<file path="config.mk">
export PLATFORM = sky130hd
export DESIGN_NAME = boacc_ctrl
export DESIGN_NICKNAME = d
export VERILOG_FILES = /design/src/sv/buddhabrot_orbit_accumulator_unit_macros.svh /design/src/sv/boacc_pkg.sv /design/src/sv/boacc_ctrl.sv
export SDC_FILE = /design/constraint.sdc
export NUM_CORES = 1
export LEC_CHECK = 0
export ABC_CLOCK_PERIOD_IN_PS = 2400
export BUFFER_PORTS_ARGS = -buffer_cell sky130_fd_sc_hd__buf_2
export CAP_MARGIN = 20
export CORE_AREA = 2 2 39 41
export CTS_CLUSTER_SIZE = 25
export DETAILED_ROUTE_END_ITERATION = 10
export DIE_AREA = 0 0 41 43
export GPL_TIMING_DRIVEN = 0
export MAX_ROUTING_LAYER = met4
export PLACE_DENSITY_LB_ADDON = 0.15
export SLEW_MARGIN = 20
export SYNTH_ARGS = -nofsm -noshare
export SYNTH_HDL_FRONTEND = slang
export SYNTH_SLANG_ARGS = --single-unit
</file>
<file path="constraint.sdc">
create_clock -name clk -period 2.4 [get_ports clk]
set_clock_uncertainty 0.05 [all_clocks]
set_input_delay 0.72 -clock clk [delete_from_list [all_inputs] [get_ports clk]]
set_output_delay 0.72 -clock clk [all_outputs]
set_load 0.02 [all_outputs]
</file>
<file path="src/sv/buddhabrot_orbit_accumulator_unit_macros.svh">
// ----------------------------------------------------------------------------
// buddhabrot orbit accumulator assertion macros
// shared assertion forms, clocked on clk and disabled in reset
// ----------------------------------------------------------------------------
`ifndef BUDDHABROT_ORBIT_ACCUMULATOR_UNIT_MACROS_SVH
`define BUDDHABROT_ORBIT_ACCUMULATOR_UNIT_MACROS_SVH

// same-cycle implication
`define BOACC_ASSERT_NOW(lbl, ante, cons, msg) \
  lbl: assert property (@(posedge clk) disable iff (!rst_n) (ante) |-> (cons)) \
    else $error(msg);

// next-cycle implication
`define BOACC_ASSERT_NEXT(lbl, ante, cons, msg) \
  lbl: assert property (@(posedge clk) disable iff (!rst_n) (ante) |=> (cons)) \
    else $error(msg);

`endif

</file>
<file path="src/sv/boacc_pkg.sv">
// ----------------------------------------------------------------------------
// boacc_pkg
// shared constants, types and codes of the orbit accumulator
// ----------------------------------------------------------------------------
package boacc_pkg;

  localparam int FRAC_BITS = 28;
  localparam int LOG2_MAX  = 8;
  localparam int SIDE_MAX  = 1 << LOG2_MAX;
  localparam int POS_W     = 8;
  localparam int ADDR_W    = 2 * LOG2_MAX;
  localparam int MEM_DEPTH = SIDE_MAX * SIDE_MAX;
  localparam int FIX_W     = 32;
  localparam int PROD_W    = 2 * FIX_W - FRAC_BITS;
  localparam int CNT_W     = 16;
  localparam int LOG_W     = 4;
  localparam int SH_W      = 5;
  localparam int LVL_W     = 8;
  localparam int PIX_W     = 2 * LVL_W;
  localparam int CFG_AW    = 4;
  localparam int CFG_DW    = 32;

  localparam logic [LOG_W-1:0] SIZE_RESET  = LOG_W'(8);
  localparam logic [CNT_W-1:0] ITERS_RESET = CNT_W'(1000);
  localparam logic [LVL_W-1:0] STEP_RESET  = LVL_W'(20);

  // register indexes
  localparam logic [1:0] REG_SIZE  = 2'd0;
  localparam logic [1:0] REG_ITERS = 2'd1;
  localparam logic [1:0] REG_STEP  = 2'd2;

  typedef enum logic [3:0] {
    S_CLEAR,
    S_IDLE,
    S_RDPIX,
    S_EPROD,
    S_EUPD,
    S_RPROD,
    S_RUPD,
    S_DONE
  } state_t;

  typedef struct packed {
    logic clr;
    logic load;
    logic mem_rd;
    logic prod;
    logic pix_rd;
    logic advance;
    logic restart;
    logic plot;
    logic out_load;
  } cmd_t;

  typedef struct packed {
    logic clr_done;
    logic in_read;
    logic in_grid;
    logic esc_hit;
    logic cnt_eq_max;
    logic cnt_eq_n;
  } stat_t;

endpackage

</file>
<file path="src/sv/boacc_ctrl.sv">
// ----------------------------------------------------------------------------
// boacc_ctrl
// sequencer for clearing, escape test, orbit replay and pixel reads
// ----------------------------------------------------------------------------
module boacc_ctrl (
  input  logic             clk,
  input  logic             rst_n,
  input  logic             in_valid,
  input  logic             out_ready,
  input  boacc_pkg::stat_t stat,
  output boacc_pkg::cmd_t  cmd,
  output logic             in_ready,
  output logic             out_valid
);
  import boacc_pkg::*;

  state_t state_r, state_nxt;
  logic   out_valid_r, out_valid_nxt;

  always_ff @(posedge clk) begin
    if (!rst_n) begin
      state_r     <= S_CLEAR;
      out_valid_r <= 1'b0;
    end else begin
      state_r     <= state_nxt;
      out_valid_r <= out_valid_nxt;
    end
  end

  always_comb begin
    state_nxt = state_r;
    case (state_r)
      S_CLEAR: if (stat.clr_done) state_nxt = S_IDLE;
      S_IDLE: begin
        if (in_valid) begin
          if (stat.in_read)      state_nxt = S_RDPIX;
          else if (stat.in_grid) state_nxt = S_EPROD;
          else                   state_nxt = S_DONE;
        end
      end
      S_RDPIX: state_nxt = S_DONE;
      S_EPROD: state_nxt = S_EUPD;
      S_EUPD: begin
        if (stat.esc_hit)         state_nxt = S_RPROD;
        else if (stat.cnt_eq_max) state_nxt = S_DONE;
        else                      state_nxt = S_EPROD;
      end
      S_RPROD: state_nxt = S_RUPD;
      S_RUPD:  state_nxt = stat.cnt_eq_n ? S_DONE : S_RPROD;
      S_DONE:  if (!out_valid_r || out_ready) state_nxt = S_IDLE;
      default: state_nxt = S_IDLE;
    endcase
  end

  always_comb begin
    cmd      = '0;
    in_ready = 1'b0;
    case (state_r)
      S_CLEAR: cmd.clr = 1'b1;
      S_IDLE: begin
        in_ready = 1'b1;
        cmd.load = in_valid;
      end
      S_RDPIX: cmd.mem_rd = 1'b1;
      S_EPROD: cmd.prod = 1'b1;
      S_EUPD: begin
        cmd.restart = stat.esc_hit;
        cmd.advance = !stat.esc_hit && !stat.cnt_eq_max;
      end
      S_RPROD: begin
        cmd.prod   = 1'b1;
        cmd.pix_rd = 1'b1;
      end
      S_RUPD: begin
        cmd.plot    = 1'b1;
        cmd.advance = !stat.cnt_eq_n;
      end
      S_DONE:  cmd.out_load = !out_valid_r || out_ready;
      default: ;
    endcase
  end

  always_comb begin
    if (cmd.out_load)   out_valid_nxt = 1'b1;
    else if (out_ready) out_valid_nxt = 1'b0;
    else                out_valid_nxt = out_valid_r;
  end

  assign out_valid = out_valid_r;

endmodule

</file>
==> out/results.ini <==
[sta]
fin_crit_ns=2.293
hold_violations=0
fin_crit_sh_pct=95.54
max_slew_margin_pct=78.37
worstMarginPinSlew_ns=0.3245
setup_tns_ns=0
max_freq_mhz=436.1
rsz0062_at_grt=no
setup_viol=0
drv_slew=0

[worst_setup_path]
r2r_slack_ns=1.22
slowest_delay_ns=0.30
r2r_cells=4
crit_required_ns=1.63
cp-startpoint=out_ready
critPathArrivalTime_ns=1.52
cp_max_fo=4
r2r_end=state_r[1]
cp-start-kind=input pin
crit_type=input pin to output pin
cp-end-kind=output pin
crit_chain=buf_2 -> or2b_2 -> nor2b_1 -> buf_4 -> buf_2
rr_startpoint=state_r[1]
cp_common_cell=buf_2
crit_slowest_cell=or2b_2

[floorplan]
start_util_pct=26.67
core_area_um2=1384
die_w_um=41
dieHeight_um=43
design.die.area_um2=1763
io-pin-count=21
fp-row-count=14

[clocking]
cts_made_buffers=3
cts_setup_buffers=0
cts_resized=0
clk_pin_slew_worst_paths_ns=0.03
cts_root_buffer=clkbuf_4
clk_latency_ns=0.23
tritoncts_num_sinks=4
htreeDepth=1
hold_buffers=0
cts_max_path_buffers=2
cts_tree=done

[route]
post_drt_wl_per_cell_um=10.77
detail_route.iter0.violations=11
vias=392
drt_wl_total_um=894
ant_nets=0
drt-pass1-iter-count=4
drc_errors=0
viasPerCell=4.723

[final_layout]
fin_nets=79
n_antenna_cell=0
layout-drive-gt1-share_pct=50.75
area_growth_pct=38.64
instances_no_fill=83

[logic_synthesis]
synthTopCellsByArea=dfxtp_1 22%, buf_6 9.2%, or2b_2 7.1%
yosysMostFrequentCell=dfxtp_1
synthCells=44
ys_types=26
synth-seq-area-share_pct=21.69
synth_top_cell_by_area=dfxtp_1
ys.flop_type=dfxtp_1
synth_seq_cells=4
syn_area_per_cell_um2=8.389
synth-async-reset-ratio_pct=0
synth_nets=54
yosys_warnings=0
synth_edf_count=0
synth.top_cell.area_share_pct=21.69
synth.cell_area_um2=369.1

[flow_run]
drv_cap=0

[grt]
grt_max_degree=11
antenna_found_initial=0
gr-total-overflow=0
grt_pass1_wl_um=1311
first_global_vias=329
globalRouteTotalUtil_pct=11.52

[power_and_ir_drop]
vdd_ir_drop_max_mv=0.2046
p_per_area_nw_per_um2=551.9
p_leak_nw=0.2592
power_mw=0.2825

[hold_path]
holdPathStages=2
holdPathEnd=out_valid
hp-class=register to register
worstHoldStart=out_valid

[placement]
dp_hpwl_um=683
portBuffers=20
gp_congestion=0.7438
placed_cells=80

[outcome]
outcome=finished clean

==> registers in the layout (all words and copies together) (netlist names) <==
register / count
state_r: 3
out_valid: 1
==> layout by cell type (no fill, tap or decap), drive strengths merged <==
cell type,n
nor2b,2
nor2,4
o41ai,1
a21oi,3
o21ai,1
a2bb2oi,1
buf,24
and3b,1
mux2i,1
dfxtp,4
and2,2
nand2b,1
o21a,1
or2b,3
o21bai,1
and3,1
clkbuf,3
inv,1
nor3,3
nor3b,3
o311a,1
nand3,1
a211oi,1
a21boi,2
a222oi,1
==> routing by layer <==
metal / part of all wire, % / GRT usage [%] / vias to the layer above
met5: 0 / - / -
li1: - / - / 210
met2: 47 / 14.37 / 9
met3: 3.6 / 3.141 / 0
met4: 0 / 10.00 / 0
met1: 49 / 14.47 / 173
==> cell type report <==
cell class / instances / area (µm²)
repair buffers: 20 / 100.1
well taps: 16 / 20.02
flip-flops and latches: 4 / 80.08
multi-input cells: 35 / 244.0
fillers: 150 / 872.1
plain buffers: 4 / 41.29
clock buffers: 3 / 22.52
inverters: 1 / 3.754
==> how the worst max path moves through the flow <==
stage              to  depth (start not counted)
2_1_floorplan  cmd[3]                          3
3_3_place_gp   cmd[0]                          5
3_5_place_dp   cmd[0]                          5
4_1_cts        cmd[0]                          5
5_1_grt        cmd[0]                          5
6_report       cmd[0]                          5
==> power breakdown <==
part,switching (mW),internal (mW)
clock,0.0247,0.0557
sequential,0.0106,0.0734
combinational,0.0624,0.0555
==> logic make-up after synthesis <==
logic type | after synthesis | share of synthesized area (%)
multiplexers | 1 | 2.712
AO/OA/AOI/OAI | 13 | 26.78
flip-flops | 4 | 21.70
buffers and inverters | 5 | 12.20
AND/OR/NAND/NOR | 21 | 36.61
==> critical path, delay by kind of cell <==
family / cells / cell delay (ns)
buffers and inverters: 3 / 0.36
AND/OR/NAND/NOR: 2 / 0.44
==> stage by stage <==
stage          setup slack [ns]  hold slack, ns  util (%)  area, µm²
2_1_floorplan            0.1804          0.5584         -      369.1
3_3_place_gp             0.1070          0.5433     35.35      489.2
3_5_place_dp             0.1019          0.5458     35.35      489.2
4_1_cts                  0.1021          0.5495     36.98      511.7
5_1_grt                 0.07520          0.5907     36.98      511.7
6_report                 0.1070          0.5413     36.98      511.7
Note: power is estimated with default switching activity, not from simulation.
