--- src/sv/buddhabrot_orbit_accumulator_unit_macros.svh ---
// ----------------------------------------------------------------------------
// buddhabrot orbit accumulator assertion macros
// shared assertion forms, clocked on clk and disabled in reset
// ----------------------------------------------------------------------------
`ifndef BUDDHABROT_ORBIT_ACCUMULATOR_UNIT_MACROS_SVH
`define BUDDHABROT_ORBIT_ACCUMULATOR_UNIT_MACROS_SVH

// same-cycle implication
`define BOACC_ASSERT_NOW(lbl, ante, cons, msg) \
  lbl: assert property (@(posedge clk) disable iff (!rst_n) (ante) |-> (cons)) \
    else $error(msg);

// next-cycle implication
`define BOACC_ASSERT_NEXT(lbl, ante, cons, msg) \
  lbl: assert property (@(posedge clk) disable iff (!rst_n) (ante) |=> (cons)) \
    else $error(msg);

`endif

--- src/sv/boacc_pkg.sv ---
// ----------------------------------------------------------------------------
// boacc_pkg
// shared constants, types and codes of the orbit accumulator
// ----------------------------------------------------------------------------
package boacc_pkg;

  localparam int FRAC_BITS = 28;
  localparam int LOG2_MAX  = 8;
  localparam int SIDE_MAX  = 1 << LOG2_MAX;
  localparam int POS_W     = 8;
  localparam int ADDR_W    = 2 * LOG2_MAX;
  localparam int MEM_DEPTH = SIDE_MAX * SIDE_MAX;
  localparam int FIX_W     = 32;
  localparam int PROD_W    = 2 * FIX_W - FRAC_BITS;
  localparam int CNT_W     = 16;
  localparam int LOG_W     = 4;
  localparam int SH_W      = 5;
  localparam int LVL_W     = 8;
  localparam int PIX_W     = 2 * LVL_W;
  localparam int CFG_AW    = 4;
  localparam int CFG_DW    = 32;

  localparam logic [LOG_W-1:0] SIZE_RESET  = LOG_W'(8);
  localparam logic [CNT_W-1:0] ITERS_RESET = CNT_W'(1000);
  localparam logic [LVL_W-1:0] STEP_RESET  = LVL_W'(20);

  // register indexes
  localparam logic [1:0] REG_SIZE  = 2'd0;
  localparam logic [1:0] REG_ITERS = 2'd1;
  localparam logic [1:0] REG_STEP  = 2'd2;

  typedef enum logic [3:0] {
    S_CLEAR,
    S_IDLE,
    S_RDPIX,
    S_EPROD,
    S_EUPD,
    S_RPROD,
    S_RUPD,
    S_DONE
  } state_t;

  typedef struct packed {
    logic clr;
    logic load;
    logic mem_rd;
    logic prod;
    logic pix_rd;
    logic advance;
    logic restart;
    logic plot;
    logic out_load;
  } cmd_t;

  typedef struct packed {
    logic clr_done;
    logic in_read;
    logic in_grid;
    logic esc_hit;
    logic cnt_eq_max;
    logic cnt_eq_n;
  } stat_t;

endpackage

--- src/sv/boacc_regs.sv ---
// ----------------------------------------------------------------------------
// boacc_regs
// apb configuration registers and effective image size
// ----------------------------------------------------------------------------
module boacc_regs (
  input  logic                           clk,
  input  logic                           rst_n,
  input  logic                           psel,
  input  logic                           penable,
  input  logic                           pwrite,
  input  logic [boacc_pkg::CFG_AW-1:0]   paddr,
  input  logic [boacc_pkg::CFG_DW-1:0]   pwdata,
  output logic [boacc_pkg::CFG_DW-1:0]   prdata,
  output logic                           pready,
  output logic [boacc_pkg::LOG_W-1:0]    eff_log2,
  output logic [boacc_pkg::CNT_W-1:0]    iter_limit,
  output logic [boacc_pkg::LVL_W-1:0]    step
);
  import boacc_pkg::*;

  logic [LOG_W-1:0] size_r;
  logic [CNT_W-1:0] iters_r;
  logic [LVL_W-1:0] step_r;
  logic             wr_en;

  assign pready = 1'b1;
  assign wr_en  = psel & penable & pwrite;

  always_ff @(posedge clk) begin
    if (!rst_n) begin
      size_r  <= SIZE_RESET;
      iters_r <= ITERS_RESET;
      step_r  <= STEP_RESET;
    end else if (wr_en) begin
      case (paddr[3:2])
        REG_SIZE:  size_r  <= pwdata[LOG_W-1:0];
        REG_ITERS: iters_r <= pwdata[CNT_W-1:0];
        REG_STEP:  step_r  <= pwdata[LVL_W-1:0];
        default: ;
      endcase
    end
  end

  always_comb begin
    case (paddr[3:2])
      REG_SIZE:  prdata = CFG_DW'(size_r);
      REG_ITERS: prdata = CFG_DW'(iters_r);
      REG_STEP:  prdata = CFG_DW'(step_r);
      default:   prdata = '0;
    endcase
  end

  // cap at the largest side the store holds
  assign eff_log2   = (size_r > LOG_W'(LOG2_MAX)) ? LOG_W'(LOG2_MAX) : size_r;
  assign iter_limit = iters_r;
  assign step       = step_r;

endmodule

--- config.mk ---
export PLATFORM = sky130hd
export DESIGN_NAME = boacc_regs
export DESIGN_NICKNAME = d
export VERILOG_FILES = /design/src/sv/buddhabrot_orbit_accumulator_unit_macros.svh /design/src/sv/boacc_pkg.sv /design/src/sv/boacc_regs.sv
export SDC_FILE = /design/constraint.sdc
export NUM_CORES = 1
export LEC_CHECK = 0
export ABC_AREA = 1
export BUFFER_PORTS_ARGS = -buffer_cell sky130_fd_sc_hd__buf_2
export CORE_MARGIN = 4
export CORE_UTILIZATION = 43
export CTS_BUF_LIST = sky130_fd_sc_hd__clkbuf_8
export DETAILED_ROUTE_END_ITERATION = 10
export PLACE_DENSITY = 0.81
export RECOVER_POWER = 100
export SLEW_MARGIN = 30
export SYNTH_ARGS = -nofsm -noshare
export SYNTH_HDL_FRONTEND = slang
export SYNTH_SLANG_ARGS = --single-unit
--- constraint.sdc ---
create_clock -name clk -period 0.92 [get_ports clk]
set_input_delay 0.184 -clock clk [delete_from_list [all_inputs] [get_ports clk]]
set_output_delay 0.184 -clock clk [all_outputs]
set_load 0.005 [all_outputs]
==> run_results.csv, run 1 <==
group,metric,value,unit
power_and_ir_drop,p_leak,1.221,nW
clock_network,ctsRootBufferMaster,"clkbuf_8",
place,place.detailed.hpwl,3005,um
yosys,flip_flop_and_latch_count_after_synthesis,28,
critical_path,worst-path-max-fanout,3,
floorplanning,die_w,68.48,um
sta,finalMaxSlewViolations,0,
clock_network,cts.path.max_buffers,2,
sta,fin_skew,0,ps
clock_network,cts.clk_slew.worst_paths,100,ps
floorplanning,design.die.area,4689,um^2
sta,hold_viol_final,0,
global_route,grt_antenna_before_repair,0,
place,dp_worst_setup_slack,-209.7,ps
clock_network,tritoncts.num_buffers,3,
route,vias_per_cell,4.484,
yosys,synth_largest_area_cell,"dfxtp_1",
yosys,dominant_synthesized_flop_cell,"dfxtp_1",
yosys,post_synth_main_area_contributors,"dfxtp_1 (36%), nand2_1 (15%), nor2_1 (11%)",
global_route,globalRouteOverflowTotal,0,
route,wire_per_inst,11.52,um
sta,fin_ws,-252.0,ps
sta,max_freq,0.8532,GHz
sta,period_needed,1172,ps
place,portBuffers,66,
sta,setup_violations,38,
floorplanning,design.portCount,102,
floorplanning,initial_core_util,0.4569,
route,1st_iter_drt_viols,125,
yosys,synth.yosys.seq_area_share,0.3564,
layout,area_delta_synth_final,42.80,%
yosys,synth_most_common_cell,"nand2_1",
yosys,syn-instance-count,238,
critical_path,critPathBufInv,2,
place,globalplace.congestion,0.8039,
critical_path,critPathLaunchType,"flip-flop",
status,status,"finished, violations left",
global_route,gr-usage-all-layers,0.1792,
yosys,synth-edff-count,0,
clock_network,cts_tree,"built",
power_and_ir_drop,power.density_cell_area,1202,nW/um^2
yosys,synth_async_sr_flop_share,0,
yosys,synth-warning-count,0,
layout,layout.core_utilization,0.6525,
route,detail-route-antenna-nets,0,
critical_path,crit_path_end_kind,"primary output",
floorplanning,core.rowCount,21,
job,maxCapViolCount,0,
clock_network,clock_sinks,28,
power_and_ir_drop,irDropWorstVdd,0.5516,mV
layout,antenna_cells_inserted,0,
route,drcViolationCount,0,
critical_path,crit_path_cell_trace,"inv_2 -> o211ai_1 -> buf_2",
critical_path,worstPathArrival,990,ps
min_path,hold_path_depth,3,
clock_network,cts_hold_repair.buffers,0,
critical_path,crit_required,740,ps
status,failed_checks,"negative setup slack",
yosys,yosysUniqueCellTypes,22,
yosys,synthesis.area,1573,um^2
power_and_ir_drop,post-layout-total-power,2.701,mW
sta,finalCritPeriodShare,1.274,
global_route,pin_count_of_the_biggest_net_entering_global_routing,29,
floorplanning,chipHeight,68.48,um
route,vias,1650,
layout,final_nets,364,
yosys,syn_avg_cell_area,6.608,um^2
critical_path,timing.setup.critical_path_class,"reg2out",
critical_path,path_depth,3,
clock_network,cts_max_level,1,
yosys,synth_top_cell_area_share,0.3564,
global_route,global_route_wire_length_before_repair,6327,um
clock_network,insertion_delay,280,ps
global_route,grt_pass1_vias,1409,
sta,setup_repair_after_global_routing_missed_its_margin,"yes",
critical_path,cp_slowest_cell,"dfxtp_2",
route,route.final.wire_length,4238,um
critical_path,crit_family,"flip-flops",
min_path,hold_path_class,"in2reg",
critical_path,worst_r2r_path_depth,4,
sta,setup_tns,-3383,ps
critical_path,slowest_delay,340,ps
yosys,post_synth_most_frequent_cells,"nand2_1 (61), nor2_1 (47), nand3_1 (30)",
layout,drive_gt1_frac,0.4596,
floorplanning,core_region_area,3442,um^2
route,detailedRoute.firstPassIterationCount,4,
==> layer usage <==
layer / wire [um] / global-route usage / up-vias
met1: 1782 / 0.2279 / 727
met4: 38 / 0.05211 / 0
met5: 0 / 0 / -
li1: - / - / 855
met2: 2043 / 0.3039 / 64
met3: 374 / 0.03448 / 4
==> cells in the final DEF, fill, tap and decap left out <==
master     instances
bufinv_16          1
buf_4             18
nor2_2             5
o211ai_1           3
nor2_1            46
inv_1             19
buf_12             2
a21oi_2            1
dfxtp_2           27
clkbuf_1           1
buf_2             52
clkbuf_8           3
nand2_1           59
dfxtp_4            1
clkbuf_2           2
buf_6             16
inv_2              7
conb_1            17
inv_4              2
nor2_4             3
nand2_4            1
nand2_2            3
o21ai_0            1
nand3_1           28
nor2_8             1
nand3_2            3
==> worst min-delay path: cells and delay by family <==
family | cells | cell delay (ps)
AND/OR/NAND/NOR | 2 | 100
buffers and inverters | 1 | 80
==> stage by stage <==
step                      hold WS, ps  instances  cell area (um^2)
after floorplan                 310.1        253              1629
after global placement          396.2        348              1916
after detailed placement        411.1        348              1916
after CTS                       113.4        360              2142
after global routing            104.2        368              2246
final                           107.0        368              2246
==> flip-flops by register name, indices dropped and copies added (netlist names) <==
register,cells
iter_limit,16
size_r,4
step,8
==> area by class of cell <==
| type | instances | area [um^2] |
|---|---|---|
| well taps | 46 | 57.56 |
| fillers | 327 | 1196 |
| flip-flops and latches | 28 | 598.1 |
| clock buffers | 3 | 41.29 |
| multi-input cells | 171 | 779.5 |
| clock inverters | 1 | 30.03 |
| repair buffers | 91 | 629.4 |
| inverters | 28 | 110.1 |
==> report_power, final <==
part | switching, mW | total, mW | internal [mW]
clock network | 0.406 | 0.989 | 0.584
registers | 0.0237 | 1.26 | 1.24
logic | 0.240 | 0.447 | 0.207
total | 0.669 | 2.70 | 2.03
==> worst paths after layout <==
kind | startpoint | to | slack [ps]
worst max-delay path | size_r[0] | prdata[0] | -250
worst max register to register | iter_limit[12] | iter_limit[12] | 100
worst min register to register | iter_limit[6] | iter_limit[6] | 480
worst min-delay path | pwdata[9] | iter_limit[9] | 110
==> cell families after synthesis <==
logic type             count (synthesis)  synth area share
and+or+nand+nor                      149            0.4264
buffers and inverters                 54            0.1917
AOI/OAI and AO/OA                      5           0.02068
DFF                                   28            0.3564
other                                  2          0.004775
==> timing repair <==
item / CTS / global route
buffers inserted: 8 / 8
endpoints found under the hold margin: 0 / 0
pin swaps: 20 / 10
resized for setup: 46 / 17
setup endpoints to repair: 44 / 55
No activity file was read; power rests on OpenSTA's default activity.
==> inputs of run 2 (changes only) <==
--- a/config.mk
+++ b/config.mk
@@ -7,3 +7,2 @@
 export LEC_CHECK = 0
-export ABC_AREA = 1
 export BUFFER_PORTS_ARGS = -buffer_cell sky130_fd_sc_hd__buf_2
@@ -13,5 +12,5 @@
 export DETAILED_ROUTE_END_ITERATION = 10
-export PLACE_DENSITY = 0.81
+export PLACE_DENSITY = 0.83
 export RECOVER_POWER = 100
-export SLEW_MARGIN = 30
+export SLEW_MARGIN = 25
 export SYNTH_ARGS = -nofsm -noshare
==> constraint.sdc (replaced) <==
create_clock -name clk -period 0.92 [get_ports clk]
set_input_delay 0.046 -clock clk [delete_from_list [all_inputs] [get_ports clk]]
set_output_delay 0.046 -clock clk [all_outputs]
set_load 0.005 [all_outputs]
==> run_results.csv, run 2 <==
group,metric,value,unit
status,status,"finished, violations left",
status,failed_checks,"negative setup slack",
layout,final_nets,289,
layout,layout.cells.most_common,"buf_2",
clock_network,cts.path.max_buffers,2,
global_route,global_route_wire_length_before_repair,5658,um
yosys,largest_family_of_logic_cells_by_synthesized_area,"simple AND/OR/NAND/NOR gates",
clock_network,cts_tree,"built",
critical_path,crit_path_end_kind,"primary output",
yosys,synth_largest_area_cell,"dfxtp_1",
yosys,synth_most_common_cell,"nand2_1",
critical_path,worst-path-max-fanout,3,
place,placed_cells,280,
yosys,dominant_synthesized_flop_cell,"dfxtp_1",
route,vias_per_cell,4.719,
power_and_ir_drop,irDropWorstVdd,0.6869,mV
critical_path,slowest_delay,360,ps
critical_path,critPathBufInv,1,
clock_network,ctsRootBufferMaster,"clkbuf_8",
yosys,synth.area.mux_share,0.1603,
route,1st_iter_drt_viols,58,
clock_network,cts_max_level,1,
clock_network,clock_sinks,28,
yosys,synthesis.area,1499,um^2
floorplanning,design.portCount,102,
critical_path,worst_r2r_path_depth,3,
route,detailedRoute.firstPassIterationCount,4,
layout,most-common-layout-cells,"buf_2 (52), nand2_1 (38), mux2i_1 (24)",
layout,antenna_cells_inserted,0,
place,dpl_cell_area,1797,um^2
yosys,yosysUniqueCellTypes,23,
floorplanning,initial_core_util,0.4457,
critical_path,timing.setup.critical_path_class,"reg2out",
yosys,syn-instance-count,174,
sta,setup_repair_after_global_routing_missed_its_margin,"yes",
sta,finalCritPeriodShare,1.139,
layout,fin_cells,292,
critical_path,crit_path_cell_trace,"mux2i_1 -> o21ai_1 -> buf_2",
global_route,pin_count_of_the_biggest_net_entering_global_routing,21,
critical_path,cp_slowest_cell,"dfxtp_1",
critical_path,critPathLaunchType,"flip-flop",
yosys,synth_fa_ha_area_frac,0,
global_route,grt_pass1_vias,1281,
job,maxCapViolCount,0,
global_route,gr-usage-all-layers,0.1613,
yosys,post_synth_main_area_contributors,"dfxtp_1 (37%), mux2i_1 (16%), nand2_1 (9.5%)",
layout,final_area,2041,um^2
yosys,post_synth_most_frequent_cells,"nand2_1 (38), dfxtp_1 (28), mux2i_1 (24)",
power_and_ir_drop,clock_power_share,0.292,
layout,filler_cell_count,317,
place,dp_worst_setup_slack,-201.5,ps
route,detail-route-antenna-nets,0,
power_and_ir_drop,power.density_cell_area,1108,nW/um^2
sta,finalMaxSlewViolations,0,
power_and_ir_drop,power.share.combinational,0.158,
yosys,synth-edff-count,0,
place,globalplace.congestion,0.7889,
route,vias,1378,
sta,fin_ws,-128.2,ps
sta,setup_tns,-1489,ps
layout,layout.core_utilization,0.6068,
floorplanning,chipHeight,67.04,um
power_and_ir_drop,pwr-share-seq,0.550,
yosys,synth_xor_xnor_area_share,0,
min_path,hold_path_class,"in2reg",
critical_path,crit_required,870,ps
sta,fin_skew,0,ps
yosys,synth_top_cell_area_share,0.3740,
route,wire_per_inst,13.24,um
critical_path,path_depth,3,
yosys,flip_flop_and_latch_count_after_synthesis,28,
yosys,syn_avg_cell_area,8.615,um^2
floorplanning,core.rowCount,21,
critical_path,crit_family,"flip-flops",
route,route.final.wire_length,3866,um
floorplanning,core_region_area,3363,um^2
sta,hold_viol_final,0,
sta,setup_violations,20,
sta,period_needed,1048,ps
power_and_ir_drop,switching_part_of_the_total_power,0.2459,
yosys,synth_simple_gate_area_share,0.2070,
layout,drive_gt1_frac,0.4228,
place,place.detailed.hpwl,2535,um
power_and_ir_drop,int_pwr,1.705,mW
global_route,grt_antenna_before_repair,0,
place,portBuffers,66,
yosys,synth_async_sr_flop_share,0,
clock_network,cts.clk_slew.worst_paths,90,ps
floorplanning,design.die.area,4494,um^2
yosys,synth.yosys.seq_area_share,0.3740,
layout,area_delta_synth_final,36.14,%
yosys,synth-warning-count,0,
floorplanning,die_w,67.04,um
layout,flip_flop_count_of_the_largest_register_all_copies_and_words_added,16,
power_and_ir_drop,net_switching_power,0.5560,mW
clock_network,insertion_delay,270,ps
power_and_ir_drop,p_leak,1.013,nW
yosys,complex_gate_fraction_of_the_synthesized_area,0.08848,
clock_network,tritoncts.num_buffers,3,
min_path,hold_path_depth,3,
global_route,globalRouteOverflowTotal,0,
critical_path,worstPathArrival,1000,ps
sta,max_freq,0.9540,GHz
route,drcViolationCount,0,
-- run 2: cell count changes in the layout (fill, tap and decap cells not counted), moves of 12 or more --
cell     before  now
dfxtp_1       0   20
dfxtp_2      27    8
inv_1        19    7
mux2i_1       0   24
nand2_1      59   38
nand3_1      28    7
nor2_1       46    1
-- run 2: path summary, 6_finish.rpt --
| kind | from | to | slack (ps) |
|---|---|---|---|
| setup / recovery | iter_limit[3] | prdata[3] | -130 |
| hold / removal | pwdata[11] | iter_limit[11] | 10 |
| setup reg to reg | iter_limit[3] | iter_limit[3] | 170 |
| hold reg to reg | iter_limit[0] | iter_limit[0] | 470 |
-- run 2: final cells by class --
type                    count  area [um^2]  area share
flip-flops and latches     28        570.5      0.2796
inverters                   7        26.28     0.01288
well taps                  46        57.56     0.02820
clock buffers               3        41.29     0.02023
multi-input cells         124        780.7      0.3826
repair buffers             84        564.3      0.2765
-- run 2: metrics by stage --
| stage | hold slack (ps) | power (mW) |
|---|---|---|
| detailed placement | 297.7 | 1.557 |
| global placement | 290.0 | 1.554 |
| CTS | 9.009 | 2.276 |
| finish | 11.65 | 2.261 |
| floorplan | 175.3 | 1.486 |
| global route | 19.73 | 2.354 |
-- run 2: tightest hold or removal path: stages --
cell and delay (ps):
buf_2 90, nand2_1 40, mux2i_1 50
-- run 2: routing by layer --
| layer | share of wire | vias to the layer above | global-route usage |
|---|---|---|---|
| met3 | 0.073 | 4 | 0.02024 |
| met4 | 0.0085 | 0 | 0.05570 |
| li1 | - | 683 | - |
| met2 | 0.48 | 61 | 0.2736 |
| met1 | 0.44 | 630 | 0.2080 |
| met5 | 0 | - | 0 |
-- run 2: power by group through the flow --
stage | combinational, mW | clock [mW] | sequential (mW)
3_5_place_dp | 0.286 | 0 | 1.27
3_3_place_gp | 0.284 | 0 | 1.27
5_1_grt | 0.391 | 0.718 | 1.25
2_1_floorplan | 0.215 | 0 | 1.27
4_1_cts | 0.361 | 0.672 | 1.24
6_report | 0.357 | 0.661 | 1.24
-- run 2: cell families after synthesis --
group | after synthesis
other cells | 2
compound gates | 17
simple gates | 65
mux | 24
buf+inv | 38
flops | 28
-- run 2: timing repair --
action	CTS	global route
gates cloned	2	1
pin swaps	4	1
buffers inserted	7	0
hold buffers	0	0
resized for setup	33	12
setup endpoints to repair	19	28
